File: src/rtl/wsd_pkg.sv
// Shared types and constants for the WebSocket deframer and unmasker.
// No dependencies; compiled first.
package wsd_pkg;

    localparam int LEN_W     = 63;
    localparam int ACC_W     = 64;
    localparam int KEY_W     = 32;
    localparam int BYTE_W    = 8;
    localparam int COUNT_W   = 4;

    localparam logic [6:0]         LEN7_EXT16  = 7'd126;
    localparam logic [6:0]         LEN7_EXT64  = 7'd127;
    localparam logic [COUNT_W-1:0] EXT16_BYTES = 4'd2;
    localparam logic [COUNT_W-1:0] EXT64_BYTES = 4'd8;
    localparam logic [COUNT_W-1:0] KEY_BYTES   = 4'd4;

    localparam logic KIND_HEADER  = 1'b0;
    localparam logic KIND_PAYLOAD = 1'b1;

    typedef struct packed {
        logic              kind;
        logic              fin_flag;
        logic [2:0]        reserved_bits;
        logic [3:0]        frame_opcode;
        logic              masked;
        logic [LEN_W-1:0]  payload_length;
        logic              length_error;
        logic [BYTE_W-1:0] payload_byte;
        logic              last_of_frame;
    } wsd_result_t;

endpackage

File: src/rtl/wsd_if.sv
// Channel interfaces: raw stream bytes in, parsed results out, register writes.
// Depends on wsd_pkg for widths.
interface wsd_byte_if;
    import wsd_pkg::*;
    logic              valid;
    logic              ready;
    logic [BYTE_W-1:0] stream_byte;
    modport source (output valid, output stream_byte, input ready);
    modport sink   (input valid, input stream_byte, output ready);
endinterface

interface wsd_result_if;
    import wsd_pkg::*;
    logic              valid;
    logic              ready;
    logic              kind;
    logic              fin_flag;
    logic [2:0]        reserved_bits;
    logic [3:0]        frame_opcode;
    logic              masked;
    logic [LEN_W-1:0]  payload_length;
    logic              length_error;
    logic [BYTE_W-1:0] payload_byte;
    logic              last_of_frame;
    modport source (output valid, output kind, output fin_flag, output reserved_bits,
                    output frame_opcode, output masked, output payload_length,
                    output length_error, output payload_byte, output last_of_frame,
                    input ready);
    modport sink   (input valid, input kind, input fin_flag, input reserved_bits,
                    input frame_opcode, input masked, input payload_length,
                    input length_error, input payload_byte, input last_of_frame,
                    output ready);
endinterface

interface wsd_cfg_if;
    logic valid;
    logic ready;
    logic unmask_enable;
    modport source (output valid, output unmask_enable, input ready);
    modport sink   (input valid, input unmask_enable, output ready);
endinterface

File: src/rtl/websocket_deframe_unmask.sv
// Top level of the WebSocket deframer and unmasker.
// Depends on wsd_pkg and the channel interfaces in wsd_if.sv.
//
// Takes one stream byte per beat and parses RFC 6455 frame headers (flags and
// opcode, mask bit, 7/16/64-bit big-endian length, masking key), emitting one
// header result when the header is complete and then one result per payload
// byte, XORed with the key when unmask_enable is set and the frame is masked.
// The last result of each frame carries last_of_frame; a zero-length frame
// ends at its header. A set MSB of a 64-bit length raises length_error and is
// cleared. Each byte is handled by the parser register update, so a byte is
// taken every cycle while the skid stage is empty; results pass through an
// output register with a one-entry skid stage, so input stalls only when both are full.
// unmask_enable resets to 1 and is written through the setup channel.
module websocket_deframe_unmask
    import wsd_pkg::*;
(
    input  logic              clk,
    input  logic              rst_n,
    wsd_byte_if.sink          stream,
    wsd_result_if.source      result,
    wsd_cfg_if.sink           setup
);

    typedef enum logic [2:0] {
        PH_FIRST  = 3'd0,
        PH_SECOND = 3'd1,
        PH_EXT16  = 3'd2,
        PH_EXT64  = 3'd3,
        PH_KEY    = 3'd4,
        PH_DATA   = 3'd5
    } phase_t;

    phase_t             phase_reg, phase_next;
    logic [COUNT_W-1:0] count_reg, count_next;
    logic [7:0]         flags_reg, flags_next;
    logic               mask_bit_reg, mask_bit_next;
    logic [ACC_W-1:0]   len_reg, len_next;
    logic [KEY_W-1:0]   key_reg, key_next;
    logic [LEN_W-1:0]   rem_reg, rem_next;
    logic [1:0]         key_idx_reg, key_idx_next;
    logic               unmask_reg;

    logic               out_valid_reg, skid_valid_reg;
    wsd_result_t        out_reg, skid_reg;

    logic               take;
    logic               produce;
    logic               len_done;
    logic               hdr_done;
    logic               last;
    logic [BYTE_W-1:0]  data_byte;
    logic [BYTE_W-1:0]  key_byte;
    logic               kind;
    wsd_result_t        res;
    logic               out_move;

    assign stream.ready = !skid_valid_reg;
    assign take         = stream.valid && stream.ready;
    assign setup.ready  = 1'b1;

    assign key_byte = key_reg[{~key_idx_reg, 3'b000} +: BYTE_W];

    always_comb
    begin
        phase_next   = phase_reg;
        count_next   = count_reg;
        flags_next   = flags_reg;
        mask_bit_next = mask_bit_reg;
        len_next     = len_reg;
        key_next     = key_reg;
        rem_next     = rem_reg;
        key_idx_next = key_idx_reg;
        len_done     = 1'b0;
        hdr_done     = 1'b0;
        produce      = 1'b0;
        last         = 1'b0;
        kind         = KIND_HEADER;
        data_byte    = '0;
        if (take)
        begin
            unique case (phase_reg)
                PH_SECOND:
                begin
                    mask_bit_next = stream.stream_byte[7];
                    key_next      = '0;
                    len_next      = '0;
                    count_next    = '0;
                    if (stream.stream_byte[6:0] == LEN7_EXT16)
                    begin
                        phase_next = PH_EXT16;
                    end
                    else if (stream.stream_byte[6:0] == LEN7_EXT64)
                    begin
                        phase_next = PH_EXT64;
                    end
                    else
                    begin
                        len_next = {{(ACC_W-7){1'b0}}, stream.stream_byte[6:0]};
                        len_done = 1'b1;
                    end
                end
                PH_EXT16, PH_EXT64:
                begin
                    len_next   = {len_reg[ACC_W-BYTE_W-1:0], stream.stream_byte};
                    count_next = count_reg + 1'b1;
                    if (count_next >= ((phase_reg == PH_EXT16) ? EXT16_BYTES : EXT64_BYTES))
                    begin
                        len_done = 1'b1;
                    end
                end
                PH_KEY:
                begin
                    key_next   = {key_reg[KEY_W-BYTE_W-1:0], stream.stream_byte};
                    count_next = count_reg + 1'b1;
                    if (count_next >= KEY_BYTES)
                    begin
                        hdr_done = 1'b1;
                    end
                end
                PH_DATA:
                begin
                    data_byte    = (unmask_reg && mask_bit_reg) ?
                                   (stream.stream_byte ^ key_byte) : stream.stream_byte;
                    key_idx_next = key_idx_reg + 1'b1;
                    if (rem_reg != '0)
                    begin
                        rem_next = rem_reg - 1'b1;
                    end
                    last    = (rem_next == '0);
                    produce = 1'b1;
                    kind    = KIND_PAYLOAD;
                    if (last)
                    begin
                        phase_next = PH_FIRST;
                    end
                end
                default:
                begin
                    flags_next = stream.stream_byte;
                    phase_next = PH_SECOND;
                end
            endcase

            if (len_done)
            begin
                count_next = '0;
                if (mask_bit_next)
                begin
                    phase_next = PH_KEY;
                end
                else
                begin
                    hdr_done = 1'b1;
                end
            end

            if (hdr_done)
            begin
                rem_next     = len_next[LEN_W-1:0];
                key_idx_next = '0;
                count_next   = '0;
                last         = (rem_next == '0);
                phase_next   = last ? PH_FIRST : PH_DATA;
                produce      = 1'b1;
            end
        end

        res.kind           = kind;
        res.fin_flag       = flags_next[7];
        res.reserved_bits  = flags_next[6:4];
        res.frame_opcode   = flags_next[3:0];
        res.masked         = mask_bit_next;
        res.payload_length = len_next[LEN_W-1:0];
        res.length_error   = len_next[ACC_W-1];
        res.payload_byte   = data_byte;
        res.last_of_frame  = last;
    end

    assign out_move = !out_valid_reg || result.ready;

    always_ff @(posedge clk or negedge rst_n)
    begin
        if (!rst_n)
        begin
            phase_reg      <= PH_FIRST;
            count_reg      <= '0;
            flags_reg      <= '0;
            mask_bit_reg   <= 1'b0;
            len_reg        <= '0;
            key_reg        <= '0;
            rem_reg        <= '0;
            key_idx_reg    <= '0;
            unmask_reg     <= 1'b1;
            out_valid_reg  <= 1'b0;
            skid_valid_reg <= 1'b0;
            out_reg        <= '0;
            skid_reg       <= '0;
        end
        else
        begin
            phase_reg    <= phase_next;
            count_reg    <= count_next;
            flags_reg    <= flags_next;
            mask_bit_reg <= mask_bit_next;
            len_reg      <= len_next;
            key_reg      <= key_next;
            rem_reg      <= rem_next;
            key_idx_reg  <= key_idx_next;
            if (setup.valid && setup.ready)
            begin
                unmask_reg <= setup.unmask_enable;
            end
            if (out_move)
            begin
                out_valid_reg  <= skid_valid_reg || produce;
                skid_valid_reg <= 1'b0;
                out_reg        <= skid_valid_reg ? skid_reg : res;
            end
            else if (produce)
            begin
                skid_valid_reg <= 1'b1;
                skid_reg       <= res;
            end
        end
    end

    assign result.valid          = out_valid_reg;
    assign result.kind           = out_reg.kind;
    assign result.fin_flag       = out_reg.fin_flag;
    assign result.reserved_bits  = out_reg.reserved_bits;
    assign result.frame_opcode   = out_reg.frame_opcode;
    assign result.masked         = out_reg.masked;
    assign result.payload_length = out_reg.payload_length;
    assign result.length_error   = out_reg.length_error;
    assign result.payload_byte   = out_reg.payload_byte;
    assign result.last_of_frame  = out_reg.last_of_frame;

endmodule

File: src/flat_wrapper.sv
// flat-port wrapper written by rule: the top's interface ports become plain ports
module websocket_deframe_unmask_flat import wsd_pkg::*;
  (clk, rst_n, stream_valid, stream_stream_byte, stream_ready, result_valid, result_kind, result_fin_flag, result_reserved_bits, result_frame_opcode, result_masked, result_payload_length, result_length_error, result_payload_byte, result_last_of_frame, result_ready, setup_valid, setup_unmask_enable, setup_ready);
  wsd_byte_if stream_i ();
  wsd_result_if result_i ();
  wsd_cfg_if setup_i ();
  input  logic clk;
  input  logic rst_n;
  input wire logic [$bits(stream_i.valid)-1:0] stream_valid;
  input wire logic [$bits(stream_i.stream_byte)-1:0] stream_stream_byte;
  output wire logic [$bits(stream_i.ready)-1:0] stream_ready;
  output wire logic [$bits(result_i.valid)-1:0] result_valid;
  output wire logic [$bits(result_i.kind)-1:0] result_kind;
  output wire logic [$bits(result_i.fin_flag)-1:0] result_fin_flag;
  output wire logic [$bits(result_i.reserved_bits)-1:0] result_reserved_bits;
  output wire logic [$bits(result_i.frame_opcode)-1:0] result_frame_opcode;
  output wire logic [$bits(result_i.masked)-1:0] result_masked;
  output wire logic [$bits(result_i.payload_length)-1:0] result_payload_length;
  output wire logic [$bits(result_i.length_error)-1:0] result_length_error;
  output wire logic [$bits(result_i.payload_byte)-1:0] result_payload_byte;
  output wire logic [$bits(result_i.last_of_frame)-1:0] result_last_of_frame;
  input wire logic [$bits(result_i.ready)-1:0] result_ready;
  input wire logic [$bits(setup_i.valid)-1:0] setup_valid;
  input wire logic [$bits(setup_i.unmask_enable)-1:0] setup_unmask_enable;
  output wire logic [$bits(setup_i.ready)-1:0] setup_ready;
  assign stream_i.valid = stream_valid;
  assign stream_i.stream_byte = stream_stream_byte;
  assign stream_ready = stream_i.ready;
  assign result_valid = result_i.valid;
  assign result_kind = result_i.kind;
  assign result_fin_flag = result_i.fin_flag;
  assign result_reserved_bits = result_i.reserved_bits;
  assign result_frame_opcode = result_i.frame_opcode;
  assign result_masked = result_i.masked;
  assign result_payload_length = result_i.payload_length;
  assign result_length_error = result_i.length_error;
  assign result_payload_byte = result_i.payload_byte;
  assign result_last_of_frame = result_i.last_of_frame;
  assign result_i.ready = result_ready;
  assign setup_i.valid = setup_valid;
  assign setup_i.unmask_enable = setup_unmask_enable;
  assign setup_ready = setup_i.ready;
  websocket_deframe_unmask u_core (.clk(clk), .rst_n(rst_n), .stream(stream_i), .result(result_i), .setup(setup_i));
endmodule
File: config.mk
export PLATFORM = sky130hd
export DESIGN_NAME = websocket_deframe_unmask_flat
export DESIGN_NICKNAME = d
export VERILOG_FILES = /design/src/rtl/wsd_pkg.sv /design/src/rtl/wsd_if.sv /design/src/rtl/websocket_deframe_unmask.sv /design/src/flat_wrapper.sv
export SDC_FILE = /design/constraint.sdc
export NUM_CORES = 1
export LEC_CHECK = 0
export BUFFER_PORTS_ARGS = -buffer_cell sky130_fd_sc_hd__buf_2
export CAP_MARGIN = 30
export CORE_AREA = 5 5 259 236
export DETAILED_ROUTE_END_ITERATION = 8
export DIE_AREA = 0 0 264 241
export GPL_TIMING_DRIVEN = 0
export HOLD_SLACK_MARGIN = 0.08
export PLACE_DENSITY = 0.5
export SYNTH_ARGS = -nofsm -noshare
export SYNTH_HDL_FRONTEND = slang
export SYNTH_SLANG_ARGS = --single-unit
File: constraint.sdc
create_clock -name clk -period 11.3 [get_ports clk]
set_input_delay 0.565 -clock clk [delete_from_list [all_inputs] [get_ports clk]]
set_output_delay 0.565 -clock clk [all_outputs]
set_load 0.02 [all_outputs]
[After elaboration in Yosys (flattened, before gate mapping)]
Cells that the tools add are included.
Word-level totals
  register bits: 346
  input bits: 14
  output and inout bits: 86
  logic and storage cells: 118
Operators by class
  $add $sub $neg: 3
  $lt $le $gt $ge: 2
  eq/ne operators: 7
  shift operators: 1
  mux-type cells: 53
  bitwise logic cells: 3
  reduce and logical (&&, ||, !) cells: 20
Operators by type and width (count)
  two-way mux 63 bit: 5
  two-way mux 64 bit: 3
  one-hot mux 64 bit (2 select lines): 1
  zero test 63 bit: 2
  two-way mux 83 bit: 1
  one-hot mux 32 bit (2 select lines): 1
  nonzero test 63 bit: 1
  subtractor 63 x 1 -> 63 bit, second input constant: 1
  two-way mux 8 bit: 5
  variable part select 32 x 6 -> 8 bit: 1
  two-way mux 1 bit: 21
  two-way mux 3 bit: 7
  equality test 7 bit, second input constant: 2
  two-way mux 4 bit: 3
  one-hot mux 3 bit (3 select lines): 1
  one-hot mux 4 bit (2 select lines): 1
  AND reduction 2 bit: 4
  bitwise XOR 8 bit: 1
  two-way mux 7 bit: 1
  equality test 3 x 2 -> 1 bit, second input constant: 2
  equality test 3 bit, second input constant: 2
  nonzero test 2 bit: 3
  OR reduction 5 bit: 1
  adder 4 x 1 -> 4 bit, second input constant: 1
  14 further kinds: 18

[Logic depth before layout (Yosys ltp)]
  depth in word-level cells: 12
  mapped depth: 14
  gate-level depth less buffers: 13

[Least setup slack after synthesis]
OpenSTA, ideal clock, no wires.
  kind: register -> register
  start: register u_core.rem_reg[0]
  end: register u_core.phase_reg[2]
  setup time: 0.120 ns
  data arrival time: 3.409 ns
  data required time: 11.180 ns
  slack: 7.770 ns
  cell stages (with the launch flop): 15
  period minus slack after synthesis: 3.530 ns
  cell sequence: dfrtp_1 -> clkbuf_1 -> inv_1 -> ha_1 -> or3b_2 -> clkbuf_1 -> nor4_2 -> nand2_1 -> or4_1 -> xnor2_1 -> nor4_1 -> nand3_1 -> o31ai_1 -> nand4_1 -> a41o_1
On the way
  longest elaborated chain between the ends: 10
  elaborated cells between the ends (all ways): 11
  those cells by class: 1 x add/sub; 8 x mux; 2 x reduce/logical
RTL lines
  start: declaration: line websocket_deframe_unmask.sv:39  | logic [LEN_W-1:0] rem_reg, rem_next;
  start signal: assignment: line websocket_deframe_unmask.sv:207  | rem_reg <= rem_next;
  subtractor 63 x 1 -> 63 bit or nonzero test 63 bit (tied branches): line websocket_deframe_unmask.sv:127, websocket_deframe_unmask.sv:125
  two-way mux 63 bit *: line websocket_deframe_unmask.sv:125  | if (rem_reg != '0)
  two-way mux 63 bit *: line websocket_deframe_unmask.sv:81  | unique case (phase_reg)
  two-way mux 63 bit *: line websocket_deframe_unmask.sv:79  | if (take)
  zero test 63 bit *: line websocket_deframe_unmask.sv:129  | last = (rem_next == '0);
  two-way mux 3 bit *: line websocket_deframe_unmask.sv:132  | if (last)
  one-hot mux 3 bit (3 select lines) *: line websocket_deframe_unmask.sv:81
  two-way mux 3 bit: line websocket_deframe_unmask.sv:147  | if (mask_bit_next)
  two-way mux 3 bit *: line websocket_deframe_unmask.sv:144  | if (len_done)
  two-way mux 3 bit *: line websocket_deframe_unmask.sv:157  | if (hdr_done)
  end signal: assignment: line websocket_deframe_unmask.sv:201  | phase_reg <= phase_next;
  end: declaration: line websocket_deframe_unmask.sv:33  | phase_t phase_reg, phase_next;
Mark *: on every way between the ends. The rest lies on a longest branch, timed or not. The select of a mux whose other input is x is not followed.
A chain may end at the register's enable or synchronous reset.

[Final worst setup path]
Ends and elaborated chain as after synthesis.

==> run summary <==
## Setup path
- Critical Path End Type: register
- critical setup path kind: reg -> reg
- crit path from: u_core.rem_reg[0]
- biggest fanout along the worst timing path: 8
- slack of the worst reg-to-reg path: 6320 ps
- CP required: 11750 ps
- critical path data arrival time: 5430 ps
- Setup crit start kind: register
- Reg-to-Reg Start: u_core.rem_reg[0]

## Logic synthesis
- synth top area cells: sky130_fd_sc_hd__dfrtp_1, sky130_fd_sc_hd__a22o_1, sky130_fd_sc_hd__mux2_2
- number of distinct library cell variants in the gate-level netlist after synthesis: 72
- Post-Syn Instances: 1665
- library cell with the largest summed area after synthesis: sky130_fd_sc_hd__dfrtp_1
- number of synthesized flops with an enable pin: 0
- Syn Std Cell Area: 17200 sq um
- fraction of synthesis flops using an asynchronous set or reset pin: 100%
- sequential cell area fraction in the yosys report: 50.3%
- share of the synthesized area in the top cell type: 50.1%
- count of synthesis-stage warnings from yosys: 0
- most numerous cell in the Yosys netlist: sky130_fd_sc_hd__dfrtp_1
- Post-synth top cells: sky130_fd_sc_hd__dfrtp_1, sky130_fd_sc_hd__nor2_1, sky130_fd_sc_hd__a21oi_1
- mean post-synth cell area: 10.3 sq um
- nets in the synthesized netlist: 1684
- flip-flop and latch count after synthesis: 346
- Synth Flop Type: sky130_fd_sc_hd__dfrtp_1

## Timing
- RSZ-0062 raised after global routing: false
- Final min period: 4980 ps
- Hold WS: 228 ps
- max_slew headroom: 34.5%
- highest attainable clock frequency: 0.201 GHz
- number of hold violations in the final report: 0
- largest clock skew in the final design: 31.1 ps
- number of slew-limit violations in the final report: 0
- Least-Margin Pin Slew: 975 ps
- count of endpoints failing setup in the final report: 0
- setup TNS: 0 ps
- post-route fraction of the period consumed by the critical path: 44.1%
- crit path setup slack, layout: 6320 ps

## Clock tree
- CTS H-Tree Depth: 2
- post_cts resized: 0
- Num Clock Sinks: 346
- setup fix buffers added after clock tree synthesis: 0
- number of CTS-inserted buffers: 41
- buffer type at the clock tree root: sky130_fd_sc_hd__clkbuf_16
- Max clock buf depth: 3
- clock tree from TritonCTS: done
- clock slew at the register clock pins of the worst setup and hold paths: 60 ps
- clock latency at the later pin of the worst-skew pair: 580 ps

## Place
- routability cong.: 0.958
- placed wire-length estimate after detailed placement: 49300 microns
- count of input and output buffers: 97
- cell area after placement: 18800 sq um
- dpl ws: 6400 ps

## Floorplanning
- core outline area: 58000 sq um
- Die W: 264 microns
- die height: 241 microns
- Site Rows: 84
- Total Die Area: 63600 sq um
- I/O pin count: 100
- Initial Utilization: 29.7%

## Status
- outcome: finished clean

## Flow run
- # Max-Cap Violations: 0

## Cells and area
- Layout Utilization: 35.0%
- post-layout net count: 1834
- Area Overhead vs Synth: 17.8%
- flip-flop count of the largest register after layout: 83
- filler cell count in the final layout: 5981
- fraction of final layout cells sized beyond drive strength 1: 16.3%
- Design Area, Final: 20300 sq um

## Worst hold path
- worst min-delay path startpoint: setup_unmask_enable
- worst hold path type: in -> reg

## Route
- number of vias in the routed layout: 15000
- antenna violation net count after detailed routing: 0
- number of violations reported at the end of detailed-routing iteration 0: 1927
- routed length per placed instance: 25.7 microns
- via/cell ratio: 5.71
- Total Wirelength: 67300 microns
- number of search-and-repair iterations in the first detailed-routing pass: 6
- number of remaining DRC errors: 0

## Global route
- global route total overflow: 0
- number of global-route vias before repair: 14900
- number of antenna violations at the first check in global routing: 3
- global-route wire length before repair: 100000 microns
- maximum number of pins on one net before global-route repair: 111
- GRT Overall Usage: 20.5%

## Power
- pwr/cell area: 205 nW/um^2
- Leak: 9.01 nW
- worst IR drop on VDD: 116 uV

[stage by stage]
step,total power [mW],instances
after floorplan,2.31,1665
final,4.15,2620
after global placement,2.68,2536
after detailed placement,2.71,2544
after global routing,4.34,2619
after CTS,4.17,2618
[worst max-delay path, cell delays in order (launching register included)]
cell	delay [ps]
sky130_fd_sc_hd__dfrtp_1	370
sky130_fd_sc_hd__clkbuf_1	200
sky130_fd_sc_hd__inv_1	130
sky130_fd_sc_hd__ha_1	260
sky130_fd_sc_hd__or3b_2	460
sky130_fd_sc_hd__clkbuf_1	220
sky130_fd_sc_hd__nor4_2	730
sky130_fd_sc_hd__nand2_1	170
sky130_fd_sc_hd__or4_1	550
sky130_fd_sc_hd__xnor2_1	170
sky130_fd_sc_hd__nor4_1	360
sky130_fd_sc_hd__nand3_1	160
sky130_fd_sc_hd__o31ai_1	400
sky130_fd_sc_hd__nand4_1	350
sky130_fd_sc_hd__a41o_1	330
[repair_timing]
| item | 4_1_cts | 5_1_grt |
|---|---|---|
| setup endpoints to repair | 0 | 0 |
| hold endpoints to repair | 56 | 0 |
| hold buffers | 1 | 0 |
[path summary, 6_finish.rpt]
check / end / cells past startpoint
max: u_core.phase_reg[2] / 14
min: u_core.unmask_reg / 2
max reg2reg: u_core.phase_reg[2] / 14
min reg2reg: u_core.skid_reg[7] / 2
max in group asynchronous: u_core.skid_reg[58] / 4
min in group asynchronous: u_core.result.frame_opcode[0] / 2
[metal layers]
layer	GRT usage, %	routed length, microns	up-vias	part of all wire [%]
met3	3.49	5430	133	8.1
met4	6.57	1980	4	2.9
met1	29.6	30200	7591	45
met5	0	24	-	0.036
li1	-	-	6569	-
met2	31.7	29600	672	44
[layout by cell type (no fill, tap or decap), drive strengths merged, types with 4 or more instances in the layout]
cell type,n
o21ai,80
clkinv,8
bufinv,6
a31oi,21
o31ai,5
nand4,27
ha,5
o32a,12
clkbuf,162
and2,4
inv,30
nand2,96
a21oi,129
xor2,12
nor4,47
a221oi,7
nand2b,5
nor3,37
nor2,154
dfrtp,345
o22ai,27
mux2,83
a22o,115
or2,4
mux4,8
buf,129
and3,8
o32ai,6
or4,18
o21a,5
a22oi,58
or3,12
o221ai,6
nand3,23
mux2i,74
and4,5
xnor2,30
[report_power, final]
part | switching, mW | total (mW) | leakage, nW | internal (mW)
combinational | 0.631 | 1.01 | 3.75 | 0.376
clock | 0.566 | 1.44 | 0.714 | 0.877
sequential | 0.231 | 1.70 | 4.55 | 1.47
total | 1.43 | 4.15 | 9.01 | 2.72
[area by class of cell]
type,count,area (sq um),share of cell area [%]
clock buffer,56,1180,5.83
multi-input combinational,1160,7940,39.1
sequential,346,8660,42.7
buffer,130,512,2.52
tap,774,968,4.77
inverter,29,109,0.537
clock inverter,17,280,1.38
antenna,1,2.50,0.0123
timing repair buffer,107,638,3.15
[cell families (layout without fill, tap and decap cells)]
kind of cell | after synthesis | count (layout) | share of synthesized area, %
AOI/OAI and AO/OA | 495 | 495 | 19.6
and+or+nand+nor | 452 | 452 | 13.2
DFF | 346 | 346 | 50.3
muxes | 165 | 165 | 10.8
buffers and inverters | 159 | 339 | 3.60
xor gates and xnor gates | 42 | 42 | 2.14
adders and majority gates | 5 | 5 | 0.363
other | 1 | 2 | 0.0218
No activity file was read; power rests on OpenSTA's default activity.
